===== src/hw/rtl/eft_pkg.sv =====
// Package for the escaped frame transmitter.
// Holds widths, register indexes, reset values and the job types shared by the front end, queue and back end.
`default_nettype none

package eft_pkg;

    localparam int BYTE_W    = 8;
    localparam int LEN_W     = 16;
    localparam int CFG_IDX_W = 2;

    localparam logic [BYTE_W-1:0] START_RESET  = 8'h6f;
    localparam logic [BYTE_W-1:0] STOP_RESET   = 8'h65;
    localparam logic [BYTE_W-1:0] ESCAPE_RESET = 8'h64;

    localparam logic OP_HEADER  = 1'b0;
    localparam logic OP_PAYLOAD = 1'b1;

    typedef enum logic [CFG_IDX_W-1:0] {
        CFG_START,
        CFG_STOP,
        CFG_ESCAPE
    } t_cfg_index;

    typedef enum logic [1:0] {
        JOB_HEADER,
        JOB_PAYLOAD,
        JOB_ERROR
    } t_job_kind;

    typedef enum logic [2:0] {
        SL_IDLE,
        SL_START,
        SL_ID,
        SL_LEN_LO,
        SL_LEN_HI,
        SL_DATA,
        SL_STOP,
        SL_ERR
    } t_slot;

    typedef struct packed {
        t_job_kind         kind;
        logic [BYTE_W-1:0] id;
        logic [LEN_W-1:0]  len;
        logic [BYTE_W-1:0] data;
        logic              close;
    } t_job;

    typedef struct packed {
        logic push;
        t_job job;
    } t_q_push;

    typedef struct packed {
        logic [BYTE_W-1:0] start;
        logic [BYTE_W-1:0] stop;
        logic [BYTE_W-1:0] escape;
    } t_cfg;

endpackage

`default_nettype wire


===== src/hw/rtl/eft_in_if.sv =====
// Input item channel of the escaped frame transmitter.
// Depends on eft_pkg for field widths.
`default_nettype none

interface eft_in_if import eft_pkg::*; ();
    logic              valid;
    logic              ready;
    logic              operation;
    logic [BYTE_W-1:0] message_id;
    logic [LEN_W-1:0]  payload_length;
    logic [BYTE_W-1:0] payload_byte;

    modport source (
        output valid, operation, message_id, payload_length, payload_byte,
        input  ready
    );
    modport sink (
        input  valid, operation, message_id, payload_length, payload_byte,
        output ready
    );
endinterface

`default_nettype wire


===== src/hw/rtl/eft_out_if.sv =====
// Result item channel of the escaped frame transmitter.
// Depends on eft_pkg for field widths.
`default_nettype none

interface eft_out_if import eft_pkg::*; ();
    logic              valid;
    logic              ready;
    logic [BYTE_W-1:0] line_byte;
    logic              run_last;
    logic              frame_end;
    logic              sequence_error;

    modport source (
        output valid, line_byte, run_last, frame_end, sequence_error,
        input  ready
    );
    modport sink (
        input  valid, line_byte, run_last, frame_end, sequence_error,
        output ready
    );
endinterface

`default_nettype wire


===== src/hw/rtl/eft_front.sv =====
// Front end: accepts items, tracks the open frame and classifies each item into a job.
// Depends on eft_pkg and eft_in_if.
`default_nettype none

module eft_front import eft_pkg::*; (
    input  logic    i_clk,
    input  logic    i_rst_n,
    input  logic    i_q_full,
    eft_in_if.sink  i_item,
    output t_q_push o_q_push
);

    logic             r_open;
    logic [LEN_W-1:0] r_remaining;
    logic             n_open;
    logic [LEN_W-1:0] n_remaining;
    logic             accept;
    t_job             job;

    assign i_item.ready = !i_q_full;
    assign accept       = i_item.valid && !i_q_full;

    always_comb begin
        n_open      = r_open;
        n_remaining = r_remaining;
        job.kind    = JOB_ERROR;
        job.id      = i_item.message_id;
        job.len     = i_item.payload_length;
        job.data    = i_item.payload_byte;
        job.close   = 1'b0;
        if (i_item.operation == OP_HEADER) begin
            if (!r_open) begin
                job.kind  = JOB_HEADER;
                job.close = (i_item.payload_length == '0);
                if (i_item.payload_length != '0) begin
                    n_open      = 1'b1;
                    n_remaining = i_item.payload_length;
                end
            end
        end else begin
            if (r_open && r_remaining != '0) begin
                job.kind    = JOB_PAYLOAD;
                job.close   = (r_remaining == LEN_W'(1));
                n_remaining = r_remaining - LEN_W'(1);
                if (r_remaining == LEN_W'(1)) begin
                    n_open = 1'b0;
                end
            end
        end
    end

    always_ff @(posedge i_clk) begin
        if (!i_rst_n) begin
            r_open      <= 1'b0;
            r_remaining <= '0;
        end else if (accept) begin
            r_open      <= n_open;
            r_remaining <= n_remaining;
        end
    end

    assign o_q_push.push = accept;
    assign o_q_push.job  = job;

endmodule

`default_nettype wire


===== src/hw/rtl/eft_queue.sv =====
// Job queue between the front end and the byte sequencer.
// Depends on eft_pkg for the job type.
`default_nettype none

module eft_queue import eft_pkg::*; #(
    parameter int DEPTH = 4
) (
    input  logic    i_clk,
    input  logic    i_rst_n,
    input  t_q_push i_q_push,
    input  logic    i_pop,
    output logic    o_full,
    output logic    o_empty,
    output t_job    o_head
);

    localparam int PTR_W = $clog2(DEPTH);
    localparam int CNT_W = $clog2(DEPTH + 1);

    t_job             r_mem [DEPTH];
    logic [PTR_W-1:0] r_wr_ptr;
    logic [PTR_W-1:0] r_rd_ptr;
    logic [CNT_W-1:0] r_count;
    logic             do_push;
    logic             do_pop;

    assign o_full  = (r_count == CNT_W'(DEPTH));
    assign o_empty = (r_count == '0);
    assign o_head  = r_mem[r_rd_ptr];
    assign do_push = i_q_push.push && !o_full;
    assign do_pop  = i_pop && !o_empty;

    function automatic logic [PTR_W-1:0] bump(input logic [PTR_W-1:0] ptr);
        return (ptr == PTR_W'(DEPTH - 1)) ? '0 : ptr + PTR_W'(1);
    endfunction

    always_ff @(posedge i_clk) begin
        if (do_push) begin
            r_mem[r_wr_ptr] <= i_q_push.job;
        end
    end

    always_ff @(posedge i_clk) begin
        if (!i_rst_n) begin
            r_wr_ptr <= '0;
            r_rd_ptr <= '0;
            r_count  <= '0;
        end else begin
            if (do_push) begin
                r_wr_ptr <= bump(r_wr_ptr);
            end
            if (do_pop) begin
                r_rd_ptr <= bump(r_rd_ptr);
            end
            case ({do_push, do_pop})
                2'b10:   r_count <= r_count + CNT_W'(1);
                2'b01:   r_count <= r_count - CNT_W'(1);
                default: r_count <= r_count;
            endcase
        end
    end

endmodule

`default_nettype wire


===== src/hw/rtl/eft_back.sv =====
// Back end: walks each job byte by byte, inserts escapes and drives the result register.
// Depends on eft_pkg and eft_out_if.
`default_nettype none

module eft_back import eft_pkg::*; (
    input  logic      i_clk,
    input  logic      i_rst_n,
    input  t_cfg      i_cfg,
    input  logic      i_q_empty,
    input  t_job      i_head,
    output logic      o_pop,
    eft_out_if.source o_result
);

    t_slot             r_slot;
    t_slot             n_slot;
    logic              r_esc_sent;
    logic              n_esc_sent;
    logic              r_out_valid;
    logic [BYTE_W-1:0] r_out_byte;
    logic              r_out_last;
    logic              r_out_end;
    logic              r_out_err;

    t_slot             cur_slot;
    t_slot             next_slot;
    logic              can_load;
    logic              go;
    logic              is_data;
    logic              reserved;
    logic              esc_phase;
    logic [BYTE_W-1:0] data_byte;
    logic [BYTE_W-1:0] emit_byte;
    logic              emit_last;

    function automatic t_slot first_slot(input t_job_kind kind);
        case (kind)
            JOB_HEADER:  return SL_START;
            JOB_PAYLOAD: return SL_DATA;
            default:     return SL_ERR;
        endcase
    endfunction

    function automatic t_slot after(input t_slot slot, input logic close);
        case (slot)
            SL_START:  return SL_ID;
            SL_ID:     return SL_LEN_LO;
            SL_LEN_LO: return SL_LEN_HI;
            SL_LEN_HI: return close ? SL_STOP : SL_IDLE;
            SL_DATA:   return close ? SL_STOP : SL_IDLE;
            default:   return SL_IDLE;
        endcase
    endfunction

    assign can_load = !r_out_valid || o_result.ready;
    assign go       = !i_q_empty && can_load;
    assign cur_slot = (r_slot == SL_IDLE) ? first_slot(i_head.kind) : r_slot;

    always_comb begin
        case (cur_slot)
            SL_ID:     data_byte = i_head.id;
            SL_LEN_LO: data_byte = i_head.len[BYTE_W-1:0];
            SL_LEN_HI: data_byte = i_head.len[LEN_W-1:BYTE_W];
            SL_DATA:   data_byte = i_head.data;
            default:   data_byte = '0;
        endcase
    end

    assign is_data   = (cur_slot == SL_ID) || (cur_slot == SL_LEN_LO)
                    || (cur_slot == SL_LEN_HI) || (cur_slot == SL_DATA);
    assign reserved  = (data_byte == i_cfg.start) || (data_byte == i_cfg.stop)
                    || (data_byte == i_cfg.escape);
    assign esc_phase = is_data && reserved && !r_esc_sent;
    assign next_slot = after(cur_slot, i_head.close);

    always_comb begin
        n_slot     = r_slot;
        n_esc_sent = r_esc_sent;
        emit_last  = 1'b0;
        case (cur_slot)
            SL_START: emit_byte = i_cfg.start;
            SL_STOP:  emit_byte = i_cfg.stop;
            SL_ERR:   emit_byte = '0;
            default:  emit_byte = data_byte;
        endcase
        if (esc_phase) begin
            emit_byte  = i_cfg.escape;
            n_esc_sent = 1'b1;
            n_slot     = cur_slot;
        end else begin
            n_esc_sent = 1'b0;
            n_slot     = next_slot;
            emit_last  = (next_slot == SL_IDLE);
        end
    end

    assign o_pop = go && emit_last;

    always_ff @(posedge i_clk) begin
        if (!i_rst_n) begin
            r_slot      <= SL_IDLE;
            r_esc_sent  <= 1'b0;
            r_out_valid <= 1'b0;
        end else begin
            if (go) begin
                r_slot     <= n_slot;
                r_esc_sent <= n_esc_sent;
            end
            if (can_load) begin
                r_out_valid <= go;
            end
        end
    end

    always_ff @(posedge i_clk) begin
        if (go) begin
            r_out_byte <= emit_byte;
            r_out_last <= emit_last;
            r_out_end  <= (cur_slot == SL_STOP);
            r_out_err  <= (cur_slot == SL_ERR);
        end
    end

    assign o_result.valid          = r_out_valid;
    assign o_result.line_byte      = r_out_byte;
    assign o_result.run_last       = r_out_last;
    assign o_result.frame_end      = r_out_end;
    assign o_result.sequence_error = r_out_err;

endmodule

`default_nettype wire


===== src/hw/rtl/escaped_frame_transmitter.sv =====
// Escaped frame transmitter top level: configuration registers, front end, job queue, back end.
// Depends on eft_pkg, eft_in_if, eft_out_if, eft_front, eft_queue and eft_back.
//
// Usage:
//   i_item carries header items (operation 0: message id, payload length) and
//   payload items (operation 1: one byte). o_result carries the line bytes in
//   sending order; run_last marks the last byte caused by an input item.
//   Start, stop and escape values are written on i_cfg_we/i_cfg_index/i_cfg_data;
//   the user must write them only while the block is idle; the block does not enforce
//   this. Indexes beyond the escape register are ignored. An accepted item goes into
//   the job queue, then the back end walks it into the result register. The back end
//   sends one line byte per cycle while the receiver is ready. Line bytes per item:
//   4 to 8 for a header, 1 to 3 for a payload byte, 1 for an out-of-order item. The
//   front end takes one item per cycle while the job queue (QUEUE_DEPTH jobs) has room.
//   Reset clears the open frame, the queue and the result register, and loads
//   the default start, stop and escape values.
//   When the receiver stalls, the result register holds, the back end waits,
//   and items keep entering until the queue fills, then i_item.ready drops.
`default_nettype none

module escaped_frame_transmitter import eft_pkg::*; #(
    parameter int QUEUE_DEPTH = 4
) (
    input  logic                 i_clk,
    input  logic                 i_rst_n,
    input  logic                 i_cfg_we,
    input  logic [CFG_IDX_W-1:0] i_cfg_index,
    input  logic [BYTE_W-1:0]    i_cfg_data,
    eft_in_if.sink               i_item,
    eft_out_if.source            o_result
);

    t_cfg    r_cfg;
    t_q_push q_push;
    logic    q_full;
    logic    q_empty;
    logic    q_pop;
    t_job    q_head;

    always_ff @(posedge i_clk) begin
        if (!i_rst_n) begin
            r_cfg.start  <= START_RESET;
            r_cfg.stop   <= STOP_RESET;
            r_cfg.escape <= ESCAPE_RESET;
        end else if (i_cfg_we) begin
            case (t_cfg_index'(i_cfg_index))
                CFG_START:  r_cfg.start  <= i_cfg_data;
                CFG_STOP:   r_cfg.stop   <= i_cfg_data;
                CFG_ESCAPE: r_cfg.escape <= i_cfg_data;
                default: begin
                end
            endcase
        end
    end

    eft_front u_front (
        .i_clk    (i_clk),
        .i_rst_n  (i_rst_n),
        .i_q_full (q_full),
        .i_item   (i_item),
        .o_q_push (q_push)
    );

    eft_queue #(
        .DEPTH (QUEUE_DEPTH)
    ) u_queue (
        .i_clk    (i_clk),
        .i_rst_n  (i_rst_n),
        .i_q_push (q_push),
        .i_pop    (q_pop),
        .o_full   (q_full),
        .o_empty  (q_empty),
        .o_head   (q_head)
    );

    eft_back u_back (
        .i_clk     (i_clk),
        .i_rst_n   (i_rst_n),
        .i_cfg     (r_cfg),
        .i_q_empty (q_empty),
        .i_head    (q_head),
        .o_pop     (q_pop),
        .o_result  (o_result)
    );

endmodule

`default_nettype wire


===== src/flat_wrapper.sv =====
// flat-port wrapper written by rule: the top's interface ports become plain ports
module escaped_frame_transmitter_flat import eft_pkg::*;
#(
    parameter int QUEUE_DEPTH = 4
)
  (i_clk, i_rst_n, i_cfg_we, i_cfg_index, i_cfg_data, i_item_valid, i_item_operation, i_item_message_id, i_item_payload_length, i_item_payload_byte, i_item_ready, o_result_valid, o_result_line_byte, o_result_run_last, o_result_frame_end, o_result_sequence_error, o_result_ready);
  eft_in_if i_item_i ();
  eft_out_if o_result_i ();
  input  logic i_clk;
  input  logic i_rst_n;
  input  logic i_cfg_we;
  input  logic [CFG_IDX_W-1:0] i_cfg_index;
  input  logic [BYTE_W-1:0] i_cfg_data;
  input wire logic [$bits(i_item_i.valid)-1:0] i_item_valid;
  input wire logic [$bits(i_item_i.operation)-1:0] i_item_operation;
  input wire logic [$bits(i_item_i.message_id)-1:0] i_item_message_id;
  input wire logic [$bits(i_item_i.payload_length)-1:0] i_item_payload_length;
  input wire logic [$bits(i_item_i.payload_byte)-1:0] i_item_payload_byte;
  output wire logic [$bits(i_item_i.ready)-1:0] i_item_ready;
  output wire logic [$bits(o_result_i.valid)-1:0] o_result_valid;
  output wire logic [$bits(o_result_i.line_byte)-1:0] o_result_line_byte;
  output wire logic [$bits(o_result_i.run_last)-1:0] o_result_run_last;
  output wire logic [$bits(o_result_i.frame_end)-1:0] o_result_frame_end;
  output wire logic [$bits(o_result_i.sequence_error)-1:0] o_result_sequence_error;
  input wire logic [$bits(o_result_i.ready)-1:0] o_result_ready;
  assign i_item_i.valid = i_item_valid;
  assign i_item_i.operation = i_item_operation;
  assign i_item_i.message_id = i_item_message_id;
  assign i_item_i.payload_length = i_item_payload_length;
  assign i_item_i.payload_byte = i_item_payload_byte;
  assign i_item_ready = i_item_i.ready;
  assign o_result_valid = o_result_i.valid;
  assign o_result_line_byte = o_result_i.line_byte;
  assign o_result_run_last = o_result_i.run_last;
  assign o_result_frame_end = o_result_i.frame_end;
  assign o_result_sequence_error = o_result_i.sequence_error;
  assign o_result_i.ready = o_result_ready;
  escaped_frame_transmitter #(.QUEUE_DEPTH(QUEUE_DEPTH)) u_core (.i_clk(i_clk), .i_rst_n(i_rst_n), .i_cfg_we(i_cfg_we), .i_cfg_index(i_cfg_index), .i_cfg_data(i_cfg_data), .i_item(i_item_i), .o_result(o_result_i));
endmodule

===== config.mk =====
export PLATFORM = sky130hd
export DESIGN_NAME = escaped_frame_transmitter_flat
export DESIGN_NICKNAME = d
export VERILOG_FILES = /design/src/hw/rtl/eft_pkg.sv /design/src/hw/rtl/eft_in_if.sv /design/src/hw/rtl/eft_out_if.sv /design/src/hw/rtl/eft_front.sv /design/src/hw/rtl/eft_queue.sv /design/src/hw/rtl/eft_back.sv /design/src/hw/rtl/escaped_frame_transmitter.sv /design/src/flat_wrapper.sv
export SDC_FILE = /design/constraint.sdc
export NUM_CORES = 1
export LEC_CHECK = 0
export ABC_AREA = 1
export BUFFER_PORTS_ARGS = -buffer_cell sky130_fd_sc_hd__buf_4
export CAP_MARGIN = 20
export CORE_ASPECT_RATIO = 1.25
export CORE_UTILIZATION = 40
export DETAILED_ROUTE_END_ITERATION = 12
export GPL_TIMING_DRIVEN = 0
export SYNTH_ARGS = -nofsm -noshare
export SYNTH_HDL_FRONTEND = slang
export SYNTH_HIERARCHICAL = 1
export SYNTH_SLANG_ARGS = --single-unit
export TNS_END_PERCENT = 100

===== constraint.sdc =====
create_clock -name i_clk -period 4.55 [get_ports i_clk]
set_clock_uncertainty 0.2 [all_clocks]
set_input_delay 0.91 -clock i_clk [delete_from_list [all_inputs] [get_ports i_clk]]
set_output_delay 0.91 -clock i_clk [all_outputs]
set_load 0.01 [all_outputs]

=== Yosys cells after proc, flatten, opt, wreduce, memory -nomap -nowiden ===
Memories as Yosys holds them, arrays and structs flattened. A register that Yosys moved wholly into a read port is not among the register bits.
Cells that the tools add are included.

* $add $sub $neg: 5
* Multipliers: 0
* Divide/modulo/power cells: 0
* Order comparisons: 0
* Equal/unequal tests: 22
* Shift-type cells: 0
* Multiplexer cells: 32
* Bitwise gates (word level): 0
* Reduce and logical (&&, ||, !) cells: 34

{| class="wikitable"
|+ Operator list
! operator !! number
|-
| 16-bit 2-to-1 mux || 4
|-
| 8-bit one-hot mux with 4 select lines || 1
|-
| 16-bit nonzero test || 2
|-
| 8-bit equality test || 3
|-
| 8-bit one-hot mux with 3 select lines || 1
|-
| 16-bit by 1-bit equality test with 1-bit output (second input constant) || 1
|-
| 16-bit zero test || 1
|-
| 16-bit by 1-bit subtractor with 16-bit output (second input constant) || 1
|-
| 3-bit equality test (second input constant) || 5
|-
| 2-bit 2-to-1 mux || 7
|-
| 1-bit 2-to-1 mux || 12
|-
| 3-bit one-hot mux with 2 select lines || 2
|-
| 3-bit one-hot mux with 4 select lines || 1
|-
| 3-bit zero test || 3
|-
| 3-bit 2-to-1 mux || 3
|-
| 2-bit equality test (second input constant) || 4
|-
| 1-bit logical AND || 8
|-
| 8-bit 2-to-1 mux || 1
|-
| 2-bit by 1-bit equality test with 1-bit output (second input constant) || 3
|-
| 3-bit by 2-bit equality test with 1-bit output (second input constant) || 2
|-
| 1-bit logical OR || 6
|-
| 2-bit AND reduction || 3
|-
| 2-bit by 1-bit adder with 2-bit output (second input constant) || 2
|-
| 1-bit zero test || 4
|-
| 10 further kinds || 13
|}

* Register bits after elaboration: 64
* Latch bits: 0
* RAM bits: 140
* Bits in read-only memories: 0
* Input port bits: 48
* Output and inout bits: 13
* Word-level logic and storage cells: 109
* Memories: 1

{| class="wikitable"
|+ Memory list
! name !! depth !! width !! read ports !! clocked after memory_dff !! wr ports !! line !! text
|-
| u_core.u_queue.r_mem || 4 || 35 || 1 || 1 || 1 || eft_queue.sv:20 || <nowiki>t_job r_mem [DEPTH];</nowiki>
|}

=== Logic depth before layout (Yosys ltp) ===
* Depth in word-level cells: 15
* Depth in mapped cells: 33
* Mapped depth without buffers: 30

=== Modules after synthesis ===
Netlist, hierarchy kept.

{| class="wikitable"
|+ Modules (own cells, without submodules)
! module !! times used !! cells each !! area each (um^2) !! sequential area each (um^2)
|-
| eft_queue || 1 || 409 || 5,675.4 || 4,384.2
|-
| eft_back || 1 || 278 || 1,732.9 || 430.4
|-
| eft_front || 1 || 296 || 1,700.4 || 340.3
|-
| escaped_frame_transmitter || 1 || 131 || 1,014.7 || 480.5
|}

=== Worst setup path before layout ===
No wires, ideal clock.

* Path type: register to register
* Start point: reg with a tool-made name
* End point: reg u_core.u_queue.r_count[2]
* Library setup time: 0.110 ns
* Data arrival time: 3.300 ns
* Required time: 4.240 ns
* Path slack: 0.940 ns
* Cell stages (with the launch flop): 33
* Path buffers: 4
* Period minus slack after synthesis: 3.610 ns
* Cells stage by stage: dfxtp_1 > buf_6 > inv_4 > buf_4 > nor2_1 > o22ai_1 > inv_1 > nand2_1 > nand2_1 > nand2_2 > buf_6 > nand4_1 > nand2_1 > nand2_1 > nand3_1 > nor2_1 > nand2_1 > nand3_2 > nand2_2 > buf_6 > nand2_4 > nor3_1 > nand2_1 > inv_1 > ha_1 > inv_1 > fa_1 > inv_1 > nand2_1 > nand3_1 > nand2_1 > inv_1 > nor2_1

{| class="wikitable"
|+ RTL lines
! element !! line !! text
|-
| end signal, assigned || eft_queue.sv:56 || <nowiki>2'b10: r_count <= r_count + CNT_W'(1);</nowiki>
|-
| end signal, assigned || eft_queue.sv:57 || <nowiki>2'b01: r_count <= r_count - CNT_W'(1);</nowiki>
|-
| end signal, assigned || eft_queue.sv:58 || <nowiki>default: r_count <= r_count;</nowiki>
|-
| end, declared || eft_queue.sv:23 || <nowiki>logic [CNT_W-1:0] r_count;</nowiki>
|}

==> results.txt <==
----------------------------------------------------
[Placement]
  Placed wire-length estimate ... 16900 um
  Placed standard-cell area ... 11000 sq um
  Weighted congestion reported at the end of routability-driven placement ... 0.913
  Number of buffers added on ports ... 44
  Post-place setup slack ... 42.7 ps

[Worst hold path]
  Number of cells traversed by the worst hold path ... 2
  Class of the tightest hold or removal check ... reg2reg
  Endpoint of the worst hold-timing path ... u_core/r_cfg[18]
  HP Start ... u_core/r_cfg[18]

[Cells and area]
  Proportion of layout cells with a drive suffix above 1 ... 17.6%
  Fill cell instance count of the final layout ... 2442
  Layout Cell Area excl Fill ... 11700 sq um
  Total inserted antenna cells ... 0
  Area added between synthesis and finish ... 16.0%
  NumNets Final ... 1244
  Combined area of the multi-input logic cells ... 3600 sq um
  Sequential cell area ... 5640 sq um

[Critical path]
  Critical path peak fanout ... 10
  Critical path endpoint category ... flop
  Buffers plus inverters on the worst setup path ... 8
  Worst R2R End ... u_core/u_queue/r_count[2]
  Critical path data arrival time ... 4430 ps
  CP max stage cell ... dfxtp_2
  Required time at the worst-slack endpoint ... 4790 ps
  Flop2flop setup slack ... 360 ps
  Startpoint type of the worst setup path ... flop
  Top Family by Delay on Critical Path ... simple AND/OR/NAND/NOR gates
  Worst reg-to-reg path cell count ... 30
  Crit Path Class ... reg2reg
  Delay contributed by the slowest stage of the critical path ... 400 ps
  Most repeated library cell on the critical path ... nand2_1

[Timing]
  Final setup vio count ... 0
  Max-slew violation count ... 0
  Unrepaired setup endpoints after global routing ... false
  Tightest Pin Transition ... 924 ps
  F_max ... 239 MHz
  Max transition margin ... 38.4%
  Final hold slack ... 291 ps
  Final critical path time including I/O delays and setup ... 4190 ps
  Final Hold Viols ... 0
  Final WS setup ... 362 ps
  Final period utilization ... 92.0%

[Clocking]
  Later-pin clock latency in the skew report ... 520 ps
  Count of buffers added by post-CTS timing repair for setup ... 0
  Post-cts hold buffer count ... 0
  H-tree depth ... 1
  CTS Sinks ... 206
  Clock transition time at the flip-flop clock pins of the worst setup and hold paths ... 60 ps
  Clock root buffer ... clkbuf_16
  Buffer depth of the longest clock path ... 3
  CTS resizes ... 0
  Number of buffers added by the clock tree synthesis step ... 23
  Clock tree from TritonCTS ... built

[Floorplan]
  Initial cell density of the core ... 41.0%
  Height of the die ... 180 um
  Std cell rows ... 64
  Count of boundary I/O pins ... 61
  Core area ... 24700 sq um
  Area of the die ... 26000 sq um
  Horiz. Die Dim ... 144 um

[Synth]
  Number of flops mapped to enable cells by yosys ... 151
  Number of different library cells in the post-synthesis netlist ... 38
  Synthesized netlist net count ... 1171
  Top_reg_cell synth ... edfxtp_1
  Count of warnings emitted by yosys ... 6
  Post-synthesis cell count ... 1114
  Syn avg cell area ... 9.09 sq um
  Share of the yosys chip area belonging to registers ... 55.7%
  Flops & latches, synth ... 206
  Async SR Flop Fraction ... 0%
  Mapped cell area ... 10100 sq um

[Drt]
  DRC violations left ... 0
  Remaining antenna violation count after routing ... 0
  Total via count after detailed routing ... 7664
  TritonRoute pass-1 iters ... 6
  Detailed-route wire length ... 24300 um
  Average wire per standard cell ... 15.8 um
  Via density per instance ... 5.00
  DRT iter0 DRCs ... 432

[Global routing]
  Number of global-route vias before repair ... 7187
  Total routing usage reported by global routing ... 19.0%
  Global-route wire length before repair ... 38100 um
  Largest net degree at the start of global routing ... 29
  Antenna violations before repair ... 0
  Total global routing overflow ... 0

[Power]
  Leakage Power ... 4.96 nW
  PwrDens ... 638 nW/um^2
  Maximum vdd ir drop ... 391 uV

[Run status]
  Result of the run ... finished, final reports clean

[Run]
  Number of maximum-capacitance violations ... 0

----------------------------------------------------
[synthesized netlist by cell type (6+ instances only)]
master      n  area, sq um
o21ai_0    77          385
a21oi_1    18         90.1
nand2_4     6         67.6
o21ai_1    21          105
dfxtp_1    55         1100
nand3_1    82          410
nor2_2      7         43.8
buf_2      15         75.1
ha_1        8          100
buf_4      42          315
nand2_1   232          871
nand2_2    10         62.6
inv_1      95          357
o22ai_1    44          275
buf_6      10          113
nand4_4     6          128
nor2_1    183          687
nand4_1    11         68.8
edfxtp_1  151         4530
[worst min-delay path, stage by stage (launching register included)]
cell	delay, ps
dfxtp_1	320
nand2_1	70
nand3_1	50
[sequential cells by signal, indices dropped and copies added, names as in the netlist, named ones only]
register and flops:
u_core/u_queue/r_mem 140, u_core/u_back/o_result.frame_end 1, u_core/u_front/r_open 1, u_core/u_back/r_slot 3, u_core/u_front/r_remaining 16, u_core/u_back/o_result.run_last 1, u_core/u_queue/r_rd_ptr 2, u_core/u_queue/r_count 3
u_core/u_back/o_result.sequence_error 1, u_core/u_back/o_result.line_byte 8, u_core/u_back/o_result.valid 1, u_core/u_queue/r_wr_ptr 2, u_core/u_back/r_esc_sent 1, u_core/r_cfg 24
[logic make-up (layout without fill, tap and decap cells)]
family	Yosys count	in the layout	share of synthesized area, %
XOR/XNOR	1	1	0.0865
AND/OR/NAND/NOR	557	557	25.0
adder cells (fa/ha/maj)	9	9	1.19
flip-flops	206	206	55.7
buffers and inverters	176	266	9.24
AO/OA/AOI/OAI	165	165	8.82
[per-layer routing]
metal,vias up,track usage [%],share of wire [%]
li1,3854,-,-
met1,3596,24.0,43
met2,175,32.9,50
met3,39,2.77,4.5
met4,0,6.40,2.6
met5,-,0,0
[stage by stage]
stage	instances	utilization, %	setup TNS [ps]	total power [W]
finish	1534	47.6	0	0.00749
global route	1534	47.6	0	0.00801
CTS	1534	47.5	0	0.00752
detailed placement	1492	44.5	0	0.00570
global placement	1488	44.1	-58220	0.00562
floorplan	1114	-	0	0.00479
[final cells by class]
type / count / area share [%]
tap: 330 / 3.52
multi-input combinational: 732 / 30.6
clock buffer: 37 / 5.81
inverter: 102 / 3.30
buffer: 74 / 4.71
sequential: 206 / 48.0
clock inverter: 5 / 0.533
timing repair buffer: 48 / 3.49
[power breakdown]
group / switching [W] / internal, W / total (W)
logic: 0.00207 / 0.00105 / 0.00312
clock network: 0.000718 / 0.00109 / 0.00180
registers: 0.000139 / 0.00243 / 0.00257
total: 0.00293 / 0.00457 / 0.00749
[worst max path at each step]
| stage | from | endpoint | slack [ps] | depth (start not counted) |
|---|---|---|---|---|
| floorplan | flop | u_core/u_queue/r_count[2] | 940 | 32 |
| global route | flop | u_core/u_queue/r_count[2] | 20 | 30 |
| finish | flop | u_core/u_queue/r_count[2] | 360 | 30 |
| global placement | i_item_valid | u_core/u_queue/r_mem[0][30] | -520 | 6 |
| CTS | flop | u_core/u_queue/r_count[2] | 6 | 31 |
| detailed placement | flop | u_core/u_queue/r_count[2] | 40 | 31 |
[placed cells by master (no fill, tap or decap), drive strengths merged, types with 8 or more instances in the layout]
| master | synthesis | routed |
|---|---|---|
| dfxtp | 55 | 55 |
| inv | 101 | 103 |
| nand2 | 248 | 248 |
| nand3 | 88 | 88 |
| ha | 8 | 8 |
| nand4 | 18 | 18 |
| edfxtp | 151 | 151 |
| buf | 68 | 115 |
| nor2 | 195 | 195 |
| o22ai | 44 | 44 |
| o21ai | 98 | 98 |
| a21oi | 20 | 20 |
| clkbuf | 6 | 44 |
No activity file was read; power rests on OpenSTA's default activity.
